==> src/sv/edf_ready_queue_core_assert.svh <==
// Assertion macros shared by the ready queue RTL.
`ifndef EDF_READY_QUEUE_CORE_ASSERT_SVH
`define EDF_READY_QUEUE_CORE_ASSERT_SVH

// Same-cycle implication, checked while out of reset.
`define EDFQ_ASSERT_NOW(label, ante, cons, msg) \
    label: assert property (@(posedge aclk) disable iff (!aresetn) \
        (ante) |-> (cons)) else $error(msg);

// Next-cycle implication, checked while out of reset.
`define EDFQ_ASSERT_NEXT(label, ante, cons, msg) \
    label: assert property (@(posedge aclk) disable iff (!aresetn) \
        (ante) |=> (cons)) else $error(msg);

`endif

==> src/sv/edfq_pkg.sv <==
// Package with the request and response types and the codes of the ready queue.
package edfq_pkg;

    // Request codes.
    localparam logic [2:0] REQ_REGISTER = 3'd0;
    localparam logic [2:0] REQ_ENQUEUE  = 3'd1;
    localparam logic [2:0] REQ_DEQUEUE  = 3'd2;
    localparam logic [2:0] REQ_PICK     = 3'd3;
    localparam logic [2:0] REQ_CHECK    = 3'd4;

    // Status codes.
    localparam logic [1:0] STATUS_OK      = 2'd0;
    localparam logic [1:0] STATUS_UNKNOWN = 2'd1;
    localparam logic [1:0] STATUS_FULL    = 2'd2;
    localparam logic [1:0] STATUS_EMPTY   = 2'd3;

    localparam int TASK_W     = 16;
    localparam int DEADLINE_W = 64;
    localparam int COUNT_W    = 5;

    typedef struct packed {
        logic [2:0]            req_type;
        logic [TASK_W-1:0]     task_id;
        logic [DEADLINE_W-1:0] deadline;
        logic                  task_exiting;
        logic [TASK_W-1:0]     current_id;
    } edfq_req_t;

    typedef struct packed {
        logic [1:0]         status;
        logic [TASK_W-1:0]  chosen_id;
        logic               resched;
        logic [COUNT_W-1:0] ready_count;
    } edfq_resp_t;

endpackage

==> src/sv/edfq_ram.sv <==
// Generic single-write, single-read RAM with a registered read port.
module edfq_ram #(
    parameter int WIDTH = 16,
    parameter int DEPTH = 16,
    localparam int ADDR_W = $clog2(DEPTH)
) (
    input  logic              aclk,
    input  logic              wr_en,
    input  logic [ADDR_W-1:0] wr_addr,
    input  logic [WIDTH-1:0]  wr_data,
    input  logic [ADDR_W-1:0] rd_addr,
    output logic [WIDTH-1:0]  rd_data
);

    logic [WIDTH-1:0] mem_reg [DEPTH];
    logic [WIDTH-1:0] rd_data_reg;

    // Write port and registered read port.
    always_ff @(posedge aclk) begin
        if (wr_en) begin
            mem_reg[wr_addr] <= wr_data;
        end
        rd_data_reg <= mem_reg[rd_addr];
    end

    assign rd_data = rd_data_reg;

endmodule

==> src/sv/edf_ready_queue_core.sv <==
// Earliest-deadline-first ready table: scan sequencer, slot state and response register.
//
// Usage: one request enters on the s_ channel (s_valid/s_ready, payload s_req) and
// exactly one response leaves on the m_ channel (m_valid/m_ready, payload m_resp).
// A request registers a task, enqueues it with a deadline, dequeues it, picks the
// ready task with the earliest deadline, or checks whether that task should preempt
// the running one.
// Each request runs a scan over every slot, then a drain step and a finish step that
// forms the response. The scan sets the pace: task ids and deadlines sit in two RAMs
// with a single read port, one slot is read per cycle, and a single 64-bit comparator
// tracks the minimum deadline and then settles the preemption compare.
// s_ready is high only while the sequencer is idle. A finished response waits in an
// output register, so the next request is accepted while the receiver stalls; it then
// holds in its last step until the output register is free.
// Reset clears every slot's used and ready bit and the ready count; the RAM contents
// stay undefined and are only evaluated for slots in use, so no clearing pass is needed.
`include "edf_ready_queue_core_assert.svh"

module edf_ready_queue_core #(
    parameter int SLOTS = 16
) (
    input  logic               aclk,
    input  logic               aresetn,
    input  logic               s_valid,
    output logic               s_ready,
    input  edfq_pkg::edfq_req_t  s_req,
    output logic               m_valid,
    input  logic               m_ready,
    output edfq_pkg::edfq_resp_t m_resp
);

    import edfq_pkg::*;

    localparam int IDX_W = $clog2(SLOTS);
    localparam int CNT_W = $clog2(SLOTS + 1);
    localparam int SAT_W = CNT_W + COUNT_W;
    localparam logic [IDX_W-1:0] LAST_IDX = IDX_W'(SLOTS - 1);
    localparam logic [SAT_W-1:0] SAT_MAX  = SAT_W'((1 << COUNT_W) - 1);

    typedef enum logic [1:0] {
        S_IDLE,
        S_SCAN,
        S_DRAIN,
        S_FINISH
    } state_t;

    state_t                 state_reg, state_next;
    edfq_req_t              req_reg, req_next;
    logic [SLOTS-1:0]       used_reg, used_next;
    logic [SLOTS-1:0]       ready_reg, ready_next;
    logic [CNT_W-1:0]       total_reg, total_next;
    logic [IDX_W-1:0]       idx_reg, idx_next;
    logic                   proc_valid_reg, proc_valid_next;
    logic [IDX_W-1:0]       proc_idx_reg, proc_idx_next;
    logic                   found_reg, found_next;
    logic [IDX_W-1:0]       match_idx_reg, match_idx_next;
    logic                   free_found_reg, free_found_next;
    logic [IDX_W-1:0]       free_idx_reg, free_idx_next;
    logic                   best_found_reg, best_found_next;
    logic [DEADLINE_W-1:0]  best_dl_reg, best_dl_next;
    logic [TASK_W-1:0]      best_task_reg, best_task_next;
    logic                   cur_found_reg, cur_found_next;
    logic [DEADLINE_W-1:0]  cur_dl_reg, cur_dl_next;
    logic                   m_valid_reg, m_valid_next;
    edfq_resp_t             resp_reg, resp_next;

    logic                   wr_en;
    logic [IDX_W-1:0]       wr_idx;
    logic [TASK_W-1:0]      wr_task;
    logic [DEADLINE_W-1:0]  wr_dl;
    logic [TASK_W-1:0]      rd_task;
    logic [DEADLINE_W-1:0]  rd_dl;

    logic [DEADLINE_W-1:0]  cmp_a;
    logic [DEADLINE_W-1:0]  cmp_b;
    logic                   cmp_lt;

    // Task id and deadline stores, read one slot per scan cycle.
    edfq_ram #(
        .WIDTH (TASK_W),
        .DEPTH (SLOTS)
    ) u_task_ram (
        .aclk    (aclk),
        .wr_en   (wr_en),
        .wr_addr (wr_idx),
        .wr_data (wr_task),
        .rd_addr (idx_reg),
        .rd_data (rd_task)
    );

    edfq_ram #(
        .WIDTH (DEADLINE_W),
        .DEPTH (SLOTS)
    ) u_deadline_ram (
        .aclk    (aclk),
        .wr_en   (wr_en),
        .wr_addr (wr_idx),
        .wr_data (wr_dl),
        .rd_addr (idx_reg),
        .rd_data (rd_dl)
    );

    // Shared comparator: minimum search during the scan, preemption test at the end.
    always_comb begin
        if (state_reg == S_FINISH) begin
            cmp_a = best_dl_reg;
            cmp_b = cur_dl_reg;
        end else begin
            cmp_a = rd_dl;
            cmp_b = best_dl_reg;
        end
    end

    assign cmp_lt = (cmp_a < cmp_b);

    // Sequencer, slot updates and response formation.
    always_comb begin
        logic [SAT_W-1:0] total_wide;

        state_next      = state_reg;
        req_next        = req_reg;
        used_next       = used_reg;
        ready_next      = ready_reg;
        total_next      = total_reg;
        idx_next        = idx_reg;
        proc_valid_next = 1'b0;
        proc_idx_next   = proc_idx_reg;
        found_next      = found_reg;
        match_idx_next  = match_idx_reg;
        free_found_next = free_found_reg;
        free_idx_next   = free_idx_reg;
        best_found_next = best_found_reg;
        best_dl_next    = best_dl_reg;
        best_task_next  = best_task_reg;
        cur_found_next  = cur_found_reg;
        cur_dl_next     = cur_dl_reg;
        m_valid_next    = m_valid_reg;
        resp_next       = resp_reg;
        wr_en           = 1'b0;
        wr_idx          = match_idx_reg;
        wr_task         = req_reg.task_id;
        wr_dl           = req_reg.deadline;
        total_wide      = '0;

        if (m_valid_reg && m_ready) begin
            m_valid_next = 1'b0;
        end

        case (state_reg)
            S_IDLE: begin
                if (s_valid) begin
                    req_next        = s_req;
                    idx_next        = '0;
                    found_next      = 1'b0;
                    free_found_next = 1'b0;
                    best_found_next = 1'b0;
                    cur_found_next  = 1'b0;
                    state_next      = S_SCAN;
                end
            end
            S_SCAN: begin
                proc_valid_next = 1'b1;
                proc_idx_next   = idx_reg;
                if (idx_reg == LAST_IDX) begin
                    state_next = S_DRAIN;
                end else begin
                    idx_next = idx_reg + 1'b1;
                end
            end
            S_DRAIN: begin
                state_next = S_FINISH;
            end
            S_FINISH: begin
                if (!m_valid_reg || m_ready) begin
                    resp_next.status    = STATUS_OK;
                    resp_next.chosen_id = '0;
                    resp_next.resched   = 1'b0;
                    case (req_reg.req_type)
                        REQ_REGISTER: begin
                            if (!found_reg) begin
                                if (!free_found_reg) begin
                                    resp_next.status = STATUS_FULL;
                                end else begin
                                    used_next[free_idx_reg]  = 1'b1;
                                    ready_next[free_idx_reg] = 1'b0;
                                    wr_en   = 1'b1;
                                    wr_idx  = free_idx_reg;
                                    wr_dl   = '0;
                                end
                            end
                        end
                        REQ_ENQUEUE: begin
                            if (!found_reg) begin
                                resp_next.status = STATUS_UNKNOWN;
                            end else begin
                                wr_en = 1'b1;
                                if (!ready_reg[match_idx_reg]) begin
                                    ready_next[match_idx_reg] = 1'b1;
                                    total_next = total_reg + 1'b1;
                                end
                            end
                        end
                        REQ_DEQUEUE: begin
                            if (!found_reg) begin
                                resp_next.status = STATUS_UNKNOWN;
                            end else begin
                                if (ready_reg[match_idx_reg]) begin
                                    ready_next[match_idx_reg] = 1'b0;
                                    if (total_reg != '0) begin
                                        total_next = total_reg - 1'b1;
                                    end
                                end
                                if (req_reg.task_exiting) begin
                                    used_next[match_idx_reg] = 1'b0;
                                end
                            end
                        end
                        REQ_PICK, REQ_CHECK: begin
                            if (!best_found_reg) begin
                                resp_next.status = STATUS_EMPTY;
                            end else begin
                                resp_next.chosen_id = best_task_reg;
                                if (req_reg.req_type == REQ_CHECK) begin
                                    if (!cur_found_reg) begin
                                        resp_next.status = STATUS_UNKNOWN;
                                    end else begin
                                        resp_next.resched = cmp_lt;
                                    end
                                end
                            end
                        end
                        default: begin
                        end
                    endcase
                    // The reported count saturates at the field's maximum.
                    total_wide = SAT_W'(total_next);
                    if (total_wide > SAT_MAX) begin
                        total_wide = SAT_MAX;
                    end
                    resp_next.ready_count = total_wide[COUNT_W-1:0];
                    m_valid_next = 1'b1;
                    state_next   = S_IDLE;
                end
            end
            default: begin
                state_next = S_IDLE;
            end
        endcase

        // Evaluate the slot whose RAM data arrives this cycle.
        if (proc_valid_reg && used_reg[proc_idx_reg]) begin
            if (!found_reg && rd_task == req_reg.task_id) begin
                found_next     = 1'b1;
                match_idx_next = proc_idx_reg;
            end
            if (!cur_found_reg && rd_task == req_reg.current_id) begin
                cur_found_next = 1'b1;
                cur_dl_next    = rd_dl;
            end
            if (ready_reg[proc_idx_reg] && (!best_found_reg || cmp_lt)) begin
                best_found_next = 1'b1;
                best_dl_next    = rd_dl;
                best_task_next  = rd_task;
            end
        end else if (proc_valid_reg && !free_found_reg) begin
            free_found_next = 1'b1;
            free_idx_next   = proc_idx_reg;
        end
    end

    // State, slot bits and registered outputs.
    always_ff @(posedge aclk) begin
        if (!aresetn) begin
            state_reg      <= S_IDLE;
            used_reg       <= '0;
            ready_reg      <= '0;
            total_reg      <= '0;
            proc_valid_reg <= 1'b0;
            m_valid_reg    <= 1'b0;
        end else begin
            state_reg      <= state_next;
            used_reg       <= used_next;
            ready_reg      <= ready_next;
            total_reg      <= total_next;
            proc_valid_reg <= proc_valid_next;
            m_valid_reg    <= m_valid_next;
        end
        req_reg        <= req_next;
        idx_reg        <= idx_next;
        proc_idx_reg   <= proc_idx_next;
        found_reg      <= found_next;
        match_idx_reg  <= match_idx_next;
        free_found_reg <= free_found_next;
        free_idx_reg   <= free_idx_next;
        best_found_reg <= best_found_next;
        best_dl_reg    <= best_dl_next;
        best_task_reg  <= best_task_next;
        cur_found_reg  <= cur_found_next;
        cur_dl_reg     <= cur_dl_next;
        resp_reg       <= resp_next;
    end

    assign s_ready = (state_reg == S_IDLE);
    assign m_valid = m_valid_reg;
    assign m_resp  = resp_reg;

    // A slot is only ready while it is in use.
    `EDFQ_ASSERT_NOW(a_ready_in_use, 1'b1, ((ready_reg & ~used_reg) == '0),
        "ready bit set on a free slot")
    // The ready count tracks the ready bits.
    `EDFQ_ASSERT_NOW(a_count_match, 1'b1, (CNT_W'($countones(ready_reg)) == total_reg),
        "ready count differs from ready bits")
    // An accepted request starts the scan.
    `EDFQ_ASSERT_NEXT(a_accept_scan, (s_valid && s_ready), (state_reg == S_SCAN),
        "accepted request did not start the scan")
    // Slot evaluation only happens while the scan is running or draining.
    `EDFQ_ASSERT_NOW(a_proc_window, proc_valid_reg,
        ((state_reg == S_SCAN) || (state_reg == S_DRAIN)),
        "slot evaluated outside the scan")

endmodule

==> config.mk <==
export PLATFORM = sky130hd
export DESIGN_NAME = edf_ready_queue_core
export DESIGN_NICKNAME = d
export VERILOG_FILES = /design/src/sv/edfq_pkg.sv /design/src/sv/edfq_ram.sv /design/src/sv/edf_ready_queue_core.sv
export VERILOG_INCLUDE_DIRS = /design/src /design/src/sv
export SDC_FILE = /design/constraint.sdc
export NUM_CORES = 2
export LEC_CHECK = 0
export BUFFER_PORTS_ARGS = -buffer_cell sky130_fd_sc_hd__buf_2
export CELL_PAD_IN_SITES_DETAIL_PLACEMENT = 1
export CELL_PAD_IN_SITES_GLOBAL_PLACEMENT = 2
export CORE_AREA = 2 2 382 384
export DETAILED_ROUTE_END_ITERATION = 8
export DIE_AREA = 0 0 384 386
export PLACE_DENSITY_LB_ADDON = 0.08
export SLEW_MARGIN = 10
export SYNTH_ARGS = -nofsm -noshare
export SYNTH_HDL_FRONTEND = slang
export SYNTH_SLANG_ARGS = --single-unit
==> constraint.sdc <==
create_clock -name aclk -period 9.15 [get_ports aclk]
set_input_delay 0.915 -clock aclk [delete_from_list [all_inputs] [get_ports aclk]]
set_output_delay 0.915 -clock aclk [all_outputs]
set_load 0.01 [all_outputs]
==> metrics.md <==
| Metric | Value |
|---|---|
| Post-layout worst setup margin | `2850 ps` |
| Synth area leader | `edfxtp_1` |
| Max Fanout on Critical Path | `67` |
| CTS sink count | `1,689` |
| Initial detailed-routing violation count | `about 2,300` |
| WL/cell | `28.8 um` |
| Skew final | `approximately 22 ps` |
| Final core utilization | `between 50% and 60%` |
| CTS Buffer Depth | `3` |
| Die Footprint | `roughly 150,000 um2` |
| Asr flop ratio synth | `0%` |
| Worst min path class | `input pin to flip-flop` |
| Hold path depth | `1` |
| Endpoints failing setup | `0` |
| Worst setup path class | `flip-flop to flip-flop` |
| Max FFs per register | `between 1,000 and 1,500` |
| Pin count of the biggest net entering global routing | `between 100 and 150` |
| # IOs | `between 100 and 150` |
| Initial antenna violation count | `2` |
| Sw Ratio | `26.6%` |
| Starting Density | `between 40% and 50%` |
| Final min period | `approximately 6300 ps` |
| Crit start category | `flip-flop` |
| Gate power share | `a little over a fifth` |
| CTS Buf Count | `178` |
| Synthesized flop and latch total | `about 1,700` |
| Number of synthesized flops with an enable pin | `around 1,600` |
| Leading cell types by count after synthesis | `1,564 x edfxtp_1, 412 x mux4_2, 125 x dfxtp_1` |
| Post-synthesis sequential area ratio | `76.5%` |
| Period Utilization, post-route | `68.9%` |
| Slew Viols, Final | `0` |
| Share of cells above drive strength 1 | `around 28%` |
| Layout area overhead | `14.0%` |
| Crit path launch | `state_reg[0]` |
| Chip Height | `a little under 400 um` |
| Setup Buffers After CTS | `0` |
| Largest cells by area after synthesis | `edfxtp_1 73%, mux4_2 14%, dfxtp_1 3.9%` |
| Syn_nets | `3,128` |
| Global-route wire length before repair | `between 200,000 and 250,000 um` |
| Most common cell in the netlist | `edfxtp_1` |
| Critical R2R Capture | `best_dl_reg[36]` |
| Cell internal pwr | `approximately 16,000 uW` |
| Root buf cell | `clkbuf_16` |
| Nets | `around 3,300` |
| Drt first pass iters | `7` |
| PortBufs | `approximately 130` |
| Net Sw Power | `~5700 uW` |
| Worst Path Required | `9540 ps` |
| Pre-CTS setup slack | `2840 ps` |
| Die X | `roughly 380 um` |
| FF-to-FF Start | `state_reg[0]` |
| Routed WL | `151,000 um` |
| Vias in the first global route | `roughly 33,000` |
| Peak supply drop | `about 0.27 mV` |
| Clock group share of total power | `between 30 and 40%` |
| R2R cell count | `12` |
| Clk_lat worst skew | `between 700 and 800 ps` |
| # rows | `140` |
| CTS tree | `done` |
| Worst slew margin | `about a quarter` |
| Worst-path clk slew | `roughly 60 ps` |
| Syn Inst Count | `between 2,000 and 3,000` |
| Mapped Avg Cell Area | `21.9 um2` |
| Vias per cell | `5.71` |
| Top_reg_cell synth | `edfxtp_1` |
| Warnings from Yosys | `0` |
| Yosys top cell area share | `between 70% and 80%` |
| Leak pwr | `0.0232 uW` |
| Worst R2R Setup Slack | `approximately 2800 ps` |
| RSZ-0062 raised after global routing | `false` |
| Sequential Power Share | `45.4%` |
| Detail Route Antenna Nets | `0` |
| Worst min-delay path endpoint | `req_reg[24]` |
| Syn Std Cell Area | `between 60,000 and 70,000 um2` |
| Slew @ Worst Pin | `between 1000 and 1500 ps` |
| Crit path DAT | `around 6700 ps` |
| H-tree levels | `4` |
| CP endpoint kind | `flip-flop` |
| Hold Buf Count CTS | `0` |
| Hold path start | `s_req[24]` |
| Total track usage | `around a fifth` |
| HPWL Detailed | `between 70,000 and 80,000 um` |
| GPL Wtd Cong | `0.745` |
| Power Density | `slightly below 300 nW/um2` |
| Final setup TNS | `0 ps` |
| Status | `finished clean` |
| Netlist cell types | `61` |
| Fmax | `~160 MHz` |
| Vias | `around 30,000` |
| Final hold violations | `0` |
| # DRC | `0` |
| Core Region | `about 140,000 um2` |
| Post-CTS resize count | `0` |
| Overflow after GRT | `0` |
| Max-cap violation count | `0` |
| ANT cells | `0` |
| Fillers | `12,600` |
worst max-delay path by stage:
| stage | to | slack, ps | cells past startpoint |
|---|---|---|---|
| detailed placement | best_dl_reg[35] | 2840 | 12 |
| finish | best_dl_reg[36] | 2850 | 12 |
| CTS | best_dl_reg[34] | 2810 | 12 |
| global placement | best_dl_reg[36] | 2910 | 12 |
| floorplan | cur_dl_reg[0] | 960 | 7 |
| global route | best_dl_reg[34] | 2440 | 12 |
power groups by stage:
| stage | Combinational (uW) | Clock, uW | Sequential (uW) |
|---|---|---|---|
| floorplan | 3350 | 0 | 9630 |
| global placement | 4520 | 0 | 9850 |
| detailed placement | 4600 | 0 | 9860 |
| CTS | 4640 | 7360 | 9710 |
| global route | 4910 | 7630 | 9750 |
| finish | 4500 | 7170 | 9690 |
through the flow:
stage	total power [uW]	hold WS, ps	area (um2)	cells
global placement	14400	439	67900	4904
detailed placement	14500	446	67900	4904
floorplan	13000	418	64600	2954
finish	21400	296	73700	5238
CTS	21700	222	73700	5238
global route	22300	244	73700	5238
placed cells by master (no fill, tap or decap), types with 6 or more instances in the layout:
master and count:
clkinv_2 31, a31oi_1 6, inv_1 11, buf_2 129
or2_2 6, nor4_1 10, xor2_1 33, nor2_1 41
dfxtp_1 125, nand3_1 12, a21o_1 6, a32o_1 16
a21oi_1 49, nor2b_1 11, nand2_1 60, o21ai_0 35
mux4_2 412, clkinv_1 22, ha_1 69, buf_12 20
clkbuf_16 183, and2_1 86, o22ai_1 18, nor2_4 16
mux2i_1 67, bufinv_16 14, nand4_1 18, clkbuf_8 19
mux2_2 63, nand2b_1 8, clkbuf_1 57, buf_4 18
nor3_1 17, edfxtp_1 1564, a211oi_1 8
cell families after synthesis:
| group | share of synthesized area, % |
|---|---|
| adders and majority gates | 1.36 |
| muxes | 16.6 |
| xor gates and xnor gates | 0.461 |
| buffers and inverters | 0.879 |
| DFF | 76.5 |
| and+or+nand+nor | 2.53 |
| AOI/OAI and AO/OA | 1.66 |
worst max-delay path: stages, from the launching register on:
cell and delay [ps]:
dfxtp_1 430, ha_4 850, buf_12 450, mux2_2 390, ha_1 330, a211oi_1 260, o21ai_0 120, o221ai_1 210
nand4_1 120, a221oi_1 420, o21ai_0 500, a21oi_4 700, buf_4 870
per-layer routing:
layer / up-vias / part of all wire [%] / GRT usage, %
met3: 208 / 4.1 / 3.24
li1: 12800 / - / -
met1: 16200 / 44 / 28.6
met2: 678 / 50 / 34.7
met5: - / 0 / 0
met4: 0 / 2.1 / 5.50
cell type report:
type	instances	area (um2)	area share (%)
clock buffers	259	5050	6.86
clock inverters	75	795	1.08
inverters	14	57.6	0.0781
multi-input cells	1117	14700	20.0
flip-flops and latches	1689	49500	67.1
well taps	1917	2400	3.25
repair buffers	167	1180	1.60
(Power assumes the default switching activity.)
